===== src/hdl/hec_pkg.sv =====
// Package with the beat types, configuration types and code layout functions of the Hamming block.
package hec_pkg;

	localparam int MAX_CODE_BITS = 63;
	localparam int DATA_BITS     = 57;
	localparam int CODE_BITS     = 63;
	localparam int LEN_BITS      = 6;
	localparam int PAR_BITS      = 3;
	localparam int MAX_PARITY    = 6;
	localparam logic [LEN_BITS-1:0] RESET_LENGTH = 6'd4;

	typedef struct packed {
		logic [DATA_BITS-1:0] data_word;
		logic [CODE_BITS-1:0] received_code;
	} hec_in_t;

	typedef struct packed {
		logic [CODE_BITS-1:0] code_word;
		logic [LEN_BITS-1:0]  code_length;
		logic [PAR_BITS-1:0]  parity_count;
		logic                 matches_res;
	} hec_out_t;

	typedef struct packed {
		logic [DATA_BITS-1:0] data_mask;
		logic [LEN_BITS-1:0]  code_length;
		logic [PAR_BITS-1:0]  parity_count;
	} hec_cfg_t;

	function automatic int parity_for(input int d);
		int r;
		r = 0;
		while (r < 16 && (1 << r) < d + r + 1) begin
			r++;
		end
		return r;
	endfunction

	function automatic int max_data_len();
		int best;
		best = 1;
		for (int d = 1; d <= 63; d++) begin
			if (d + parity_for(d) <= MAX_CODE_BITS) begin
				best = d;
			end
		end
		return best;
	endfunction

	localparam int MAX_DATA = max_data_len();

	// Codeword position (counted from one) of data bit j: the j-th position that is not
	// a power of two, counting upward.
	function automatic int data_pos(input int j);
		int cnt;
		int res;
		cnt = 0;
		res = 0;
		for (int p = 1; p < 64; p++) begin
			if ((p & (p - 1)) != 0) begin
				if (cnt == j) begin
					res = p;
				end
				cnt++;
			end
		end
		return res;
	endfunction

	// Data bits covered by parity bit k.
	function automatic logic [DATA_BITS-1:0] parity_sel(input int k);
		logic [DATA_BITS-1:0] sel;
		sel = '0;
		for (int j = 0; j < DATA_BITS; j++) begin
			sel[j] = ((data_pos(j) >> k) & 1) != 0;
		end
		return sel;
	endfunction

endpackage


===== src/hdl/hec_cfg.sv =====
// Configuration register that holds the clamped data length as a mask, code length and parity count.
module hec_cfg (
	input  logic                              clk,
	input  logic                              arst_n,
	input  logic                              data_length_we,
	input  logic [hec_pkg::LEN_BITS-1:0]      data_length,
	output hec_pkg::hec_cfg_t                 cfg
);

	localparam logic [hec_pkg::LEN_BITS-1:0] MaxLen = hec_pkg::LEN_BITS'(hec_pkg::MAX_DATA);

	logic [hec_pkg::LEN_BITS-1:0] len_clamped;
	logic [hec_pkg::PAR_BITS-1:0] par_new;
	hec_pkg::hec_cfg_t            cfg_new;
	hec_pkg::hec_cfg_t            cfg_q;

	always_comb begin
		len_clamped = data_length;
		if (len_clamped == '0) begin
			len_clamped = hec_pkg::LEN_BITS'(1);
		end
		if (len_clamped > MaxLen) begin
			len_clamped = MaxLen;
		end
		par_new = hec_pkg::PAR_BITS'(hec_pkg::parity_for(int'(len_clamped)));
		cfg_new.parity_count = par_new;
		cfg_new.code_length  = len_clamped + hec_pkg::LEN_BITS'(par_new);
		for (int j = 0; j < hec_pkg::DATA_BITS; j++) begin
			cfg_new.data_mask[j] = hec_pkg::LEN_BITS'(j) < len_clamped;
		end
	end

	always_ff @(posedge clk or negedge arst_n) begin
		if (!arst_n) begin
			cfg_q.parity_count <= hec_pkg::PAR_BITS'(hec_pkg::parity_for(int'(hec_pkg::RESET_LENGTH)));
			cfg_q.code_length  <= hec_pkg::RESET_LENGTH
				+ hec_pkg::LEN_BITS'(hec_pkg::parity_for(int'(hec_pkg::RESET_LENGTH)));
			for (int j = 0; j < hec_pkg::DATA_BITS; j++) begin
				cfg_q.data_mask[j] <= hec_pkg::LEN_BITS'(j) < hec_pkg::RESET_LENGTH;
			end
		end else if (data_length_we) begin
			cfg_q <= cfg_new;
		end
	end

	assign cfg = cfg_q;

endmodule


===== config.mk =====
export PLATFORM = sky130hd
export DESIGN_NAME = hec_cfg
export DESIGN_NICKNAME = d
export VERILOG_FILES = /design/src/hdl/hec_pkg.sv /design/src/hdl/hec_cfg.sv
export SDC_FILE = /design/constraint.sdc
export NUM_CORES = 1
export LEC_CHECK = 0
export ABC_CLOCK_PERIOD_IN_PS = 800
export CAP_MARGIN = 20
export CORE_MARGIN = 2
export CORE_UTILIZATION = 45
export CTS_CLUSTER_DIAMETER = 200
export DETAILED_ROUTE_END_ITERATION = 8
export DONT_BUFFER_PORTS = 1
export SYNTH_ARGS = -nofsm -noshare
export SYNTH_HDL_FRONTEND = slang
export SYNTH_SLANG_ARGS = --single-unit

===== constraint.sdc =====
create_clock -name clk -period 0.8 [get_ports clk]
set_clock_uncertainty 0.1 [all_clocks]
set_input_delay 0.16 -clock clk [delete_from_list [all_inputs] [get_ports clk]]
set_output_delay 0.16 -clock clk [all_outputs]
set_load 0.005 [all_outputs]

* Word-level counts from Yosys, hierarchy flattened *
Index checks and enable logic that the tools add are counted.
Widths: inputs -> output; s select.

operators by class
  $add $sub $neg = 31
  magnitude comparators = 74
  mux-type cells = 18
  reductions and logical operators = 1

operators by type and width
  cell                 count
  $lt 6x6->1 const A   25
  $add 7x1->8 const B  15
  $lt 5x6->1 const A   16
  $add 6x4->7 const B  8
  $lt 4x6->1 const A   8
  $mux 3               16
  $lt 2x32->1 const A  1
  $add 6x3->7 const B  4
  $lt 3x6->1 const A   4
  $lt 16x8->1 const A  1
  $lt 15x8->1 const A  1
  $add 6x2->7 const B  2
  $lt 14x8->1 const A  1
  $lt 13x8->1 const A  1
  $lt 1x6->1 const A   2
  $lt 12x8->1 const A  1
  $lt 2x6->1 const A   2
  $mux 6               2
  $lt 11x8->1 const A  1
  $lt 10x8->1 const A  1
  $lt 9x8->1 const A   1
  $lt 2x8->1 const A   1
  $lt 3x8->1 const A   1
  $lt 4x8->1 const A   1
  8 further kinds      8

word-level totals
  register bits = 66
  output and inout port bits = 66

* Logic depth before layout (Yosys ltp) *
  depth after elaboration = 24
  mapped depth = 19
  depth with buffers taken out = 16

* Worst setup path after synthesis *
No wires, ideal clock.

  path kind = input to register
  start = input port data_length[3] (netlist name)
  end = register cfg_q (netlist bit cfg[7])
  arrival time = 3331 ps
  cell stages on the path = 19
  setup time = 137 ps
  slack = -2768 ps
  cells stage by stage = buf_2 > buf_2 > nand3_1 > nand2_1 > inv_1 > ha_1 > buf_2 > and2_1 > nor2_1 > o221ai_1 > or3_1 > a41o_1 > ha_1 > inv_1 > fa_1 > nor2b_1 > o21ai_0 > xnor2_1 > a21oi_1

RTL lines
  element               RTL line       text
  from (decl)           hec_cfg.sv:6   input logic [hec_pkg::LEN_BITS-1:0] data_length,
  to (signal assigned)  hec_cfg.sv:42  cfg_q <= cfg_new;
  to (decl)             hec_cfg.sv:15  hec_pkg::hec_cfg_t cfg_q;

==> flow_metrics.py <==
metrics = {
    "outcome": {
        "status": "finished with violations",
        "violations": "negative hold slack, negative setup slack",
    },
    "setup_path": {
        "worst_ep_required_time_ps": 950,
        "cp_common_cell": "ha_4",
        "cp.arrival_ps": 3080,
        "path_buf_inv": 2,
        "path_cells": "or2_4 > a221oi_4 > buf_6 > inv_6 > ha_4 > and2_4 > nor2_4 > o221ai_4 > or3_4 > a41o_1 > ha_4 > a21o_1 > a21oi_2 > xnor2_1 > mux2_4",
        "start_kind": "primary input",
        "critPathMaxFanout": 28,
        "end_kind": "flop",
        "cp_slowest_cell": "or3_4",
        "crit_family": "compound AO/OA/AOI/OAI gates",
        "cpPeakStageDelay_ps": 410,
        "critPathKind": "primary input to flop",
    },
    "timing": {
        "relSlewSlack": 0.750,
        "setup_slack_ps": -2130,
        "layout_min_cycle_time_ps": 2930,
        "fin_crit_sh": 3.66,
        "grt_setup_unrepaired": "true",
        "hold_ws_ps": -618,
        "fmaxAchievable_mhz": 342,
        "setup_viol": 119,
        "worstMarginPinSlew_ps": 372,
        "finalHoldViolCount": 132,
        "slew_violations": 0,
    },
    "drt": {
        "ant_nets": 0,
        "drc": 0,
        "wl_um": 10100,
        "first_pass_iters": 4,
        "wl_per_cell_um": 17.8,
        "vias_per_cell": 5.42,
        "vias": 3078,
        "dr.first_iter.drc_count": 98,
    },
    "floorplan": {
        "io_pins": 75,
        "chipWidth_um": 92.7,
        "floorplan.rows": 32,
        "die_h_um": 92.7,
        "start_util": 0.460,
        "die_area_sq_um": 8590,
        "core_region_area_sq_um": 7690,
    },
    "power_and_ir_drop": {
        "power_w": 0.00938,
        "p_comb_frac": 0.220,
        "p_leak_nw": 2.23,
        "p_per_area_nw_per_um2": 1800,
        "p_seq_frac": 0.428,
        "swShare": 0.275,
        "switchingPower_w": 0.00258,
        "ir_drop_v": 0.00124,
        "p_clk_frac": 0.352,
        "internal_power_w": 0.00680,
    },
    "layout": {
        "final_cell_mix": "dfrtp_1 (57), buf_4 (57), buf_6 (48)",
        "fin_nets": 484,
        "drive_gt1_frac": 0.521,
        "fill_cells": 610,
        "largest_register_ffs": 66,
        "n_antenna_cell": 0,
        "synthToLayoutAreaGrowth_pct": 47.3,
        "final_util": 0.678,
    },
    "clock_network": {
        "cts_buffer_depth": 2,
        "path_clk_slew_ps": 90,
        "cts-root-buf": "clkbuf_8",
        "clkSinkCount": 66,
        "h-tree-depth": 3,
        "cts_inserted_buffers": 9,
        "cts_tree": "yes",
        "clk_latency_ps": 350,
    },
    "logic_synthesis": {
        "synthCells": 372,
        "netlist_area_sq_um": 3540,
        "yosysSeqAreaShare": 0.470,
        "synthTopCellsByArea": "dfrtp_1 (40%), dfstp_2 (6.7%), a21oi_1 (5.1%), mux2_2 (5.1%), ha_1 (4.6%)",
        "yosys.area.top_type": "dfrtp_1",
        "ys_ff_latch": 66,
        "synth_edf_count": 0,
        "synth.distinct_cells": 57,
        "yosys_warnings": 0,
        "synthArstFlopShare": 1.00,
        "synth_top_area_frac": 0.403,
        "avgSynthCellArea_sq_um": 9.52,
        "synth_flop_cell": "dfrtp_1",
        "syn-num-nets": 395,
    },
    "worst_hold_path": {
        "hp-class": "primary input to async pin",
    },
    "job": {
        "drv_cap": 0,
    },
    "global_route": {
        "grt_pass1_vias": 3179,
        "grt_pass1_wl_um": 16300,
        "grt.total_usage": 0.244,
        "grt_overflow": 0,
        "antenna_found_initial": 0,
        "grt_max_degree": 103,
    },
    "place": {
        "port_buffers": 0,
        "place_hpwl_um": 6490,
        "place.gp.congestion": 0.852,
    },
}
[synth_stat cells (3+ instances only)]
library cell,count
nor4_1,4
and2_1,3
o21ai_0,26
o22ai_1,7
dfstp_2,9
nand2b_1,6
buf_2,6
dfrtp_1,57
nand2_1,19
xnor2_1,4
nor3_1,3
mux2_2,16
a21oi_1,36
nor2b_1,5
buf_1,4
o211ai_1,8
nor2_1,41
ha_1,13
inv_1,33
nand3_1,5
a31oi_1,11
clkbuf_1,14
[cells by family (layout without fill, tap and decap cells)]
family                     after synthesis  after routing  synth area share
AOI/OAI and AO/OA                      110            110             0.202
and+or+nand+nor                         99             99             0.139
DFF                                     66             66             0.470
buffers and inverters                   61            155            0.0710
muxes                                   18             18            0.0566
adders and majority gates               14             14            0.0516
xor gates and xnor gates                 4              4           0.00990
[cell type report]
class	instances	area [sq um]	area share
inverters	34	146	0.0281
repair buffers	105	968	0.186
multi-input cells	245	2080	0.399
clock buffers	10	138	0.0264
clock inverters	6	88.8	0.0170
flip-flops and latches	66	1660	0.319
well taps	102	128	0.0245
[routing by layer]
layer  routed length, um  GRT usage  vias to the layer above
li1                    -          -                     1479
met1                4380      0.321                     1497
met3                 582     0.0586                       20
met5                   0          0                        -
met4                 198     0.0931                        0
met2                4930      0.394                       82
[path summary, 6_finish.rpt]
kind	startpoint	endpoint	depth (start not counted)	slack, ps
max in group asynchronous	arst_n	cfg[10]$_DFFE_PN1P_	0	1010
min reg2reg	cfg[4]$_DFFE_PN1P_	cfg[4]$_DFFE_PN1P_	2	380
max reg2reg	cfg[51]$_DFFE_PN0P_	cfg[51]$_DFFE_PN0P_	2	-220
min in group clk	data_length_we	cfg[56]$_DFFE_PN0P_	1	-220
min	arst_n	cfg[26]$_DFFE_PN0P_	0	-620
max	data_length[2]	cfg[6]$_DFFE_PN0P_	15	-2130
[power by group through the flow]
stage	sequential (W)	combinational (W)	clock, W
3_3_place_gp	0.00405	0.00157	0
2_1_floorplan	0.00401	0.00118	0
4_1_cts	0.00402	0.00189	0.00333
5_1_grt	0.00406	0.00226	0.00347
6_report	0.00401	0.00206	0.00330
3_5_place_dp	0.00406	0.00160	0
[repair_timing]
action                     CTS  global route
hold endpoints to repair   132           132
setup endpoints to repair  116           123
pin swaps                   25            23
gates resized for setup     89            50
buffers inserted            11            21
[stage by stage]
step	instances	instance area, sq um	setup WS [ps]	TNS [ps]
floorplan	372	3870	-2470	-54710
global placement	529	4340	-2420	-55360
detailed placement	529	4340	-2490	-56220
CTS	556	4960	-2070	-52140
global route	568	5210	-2290	-58150
finish	568	5210	-2130	-53810
(Power assumes the default switching activity.)
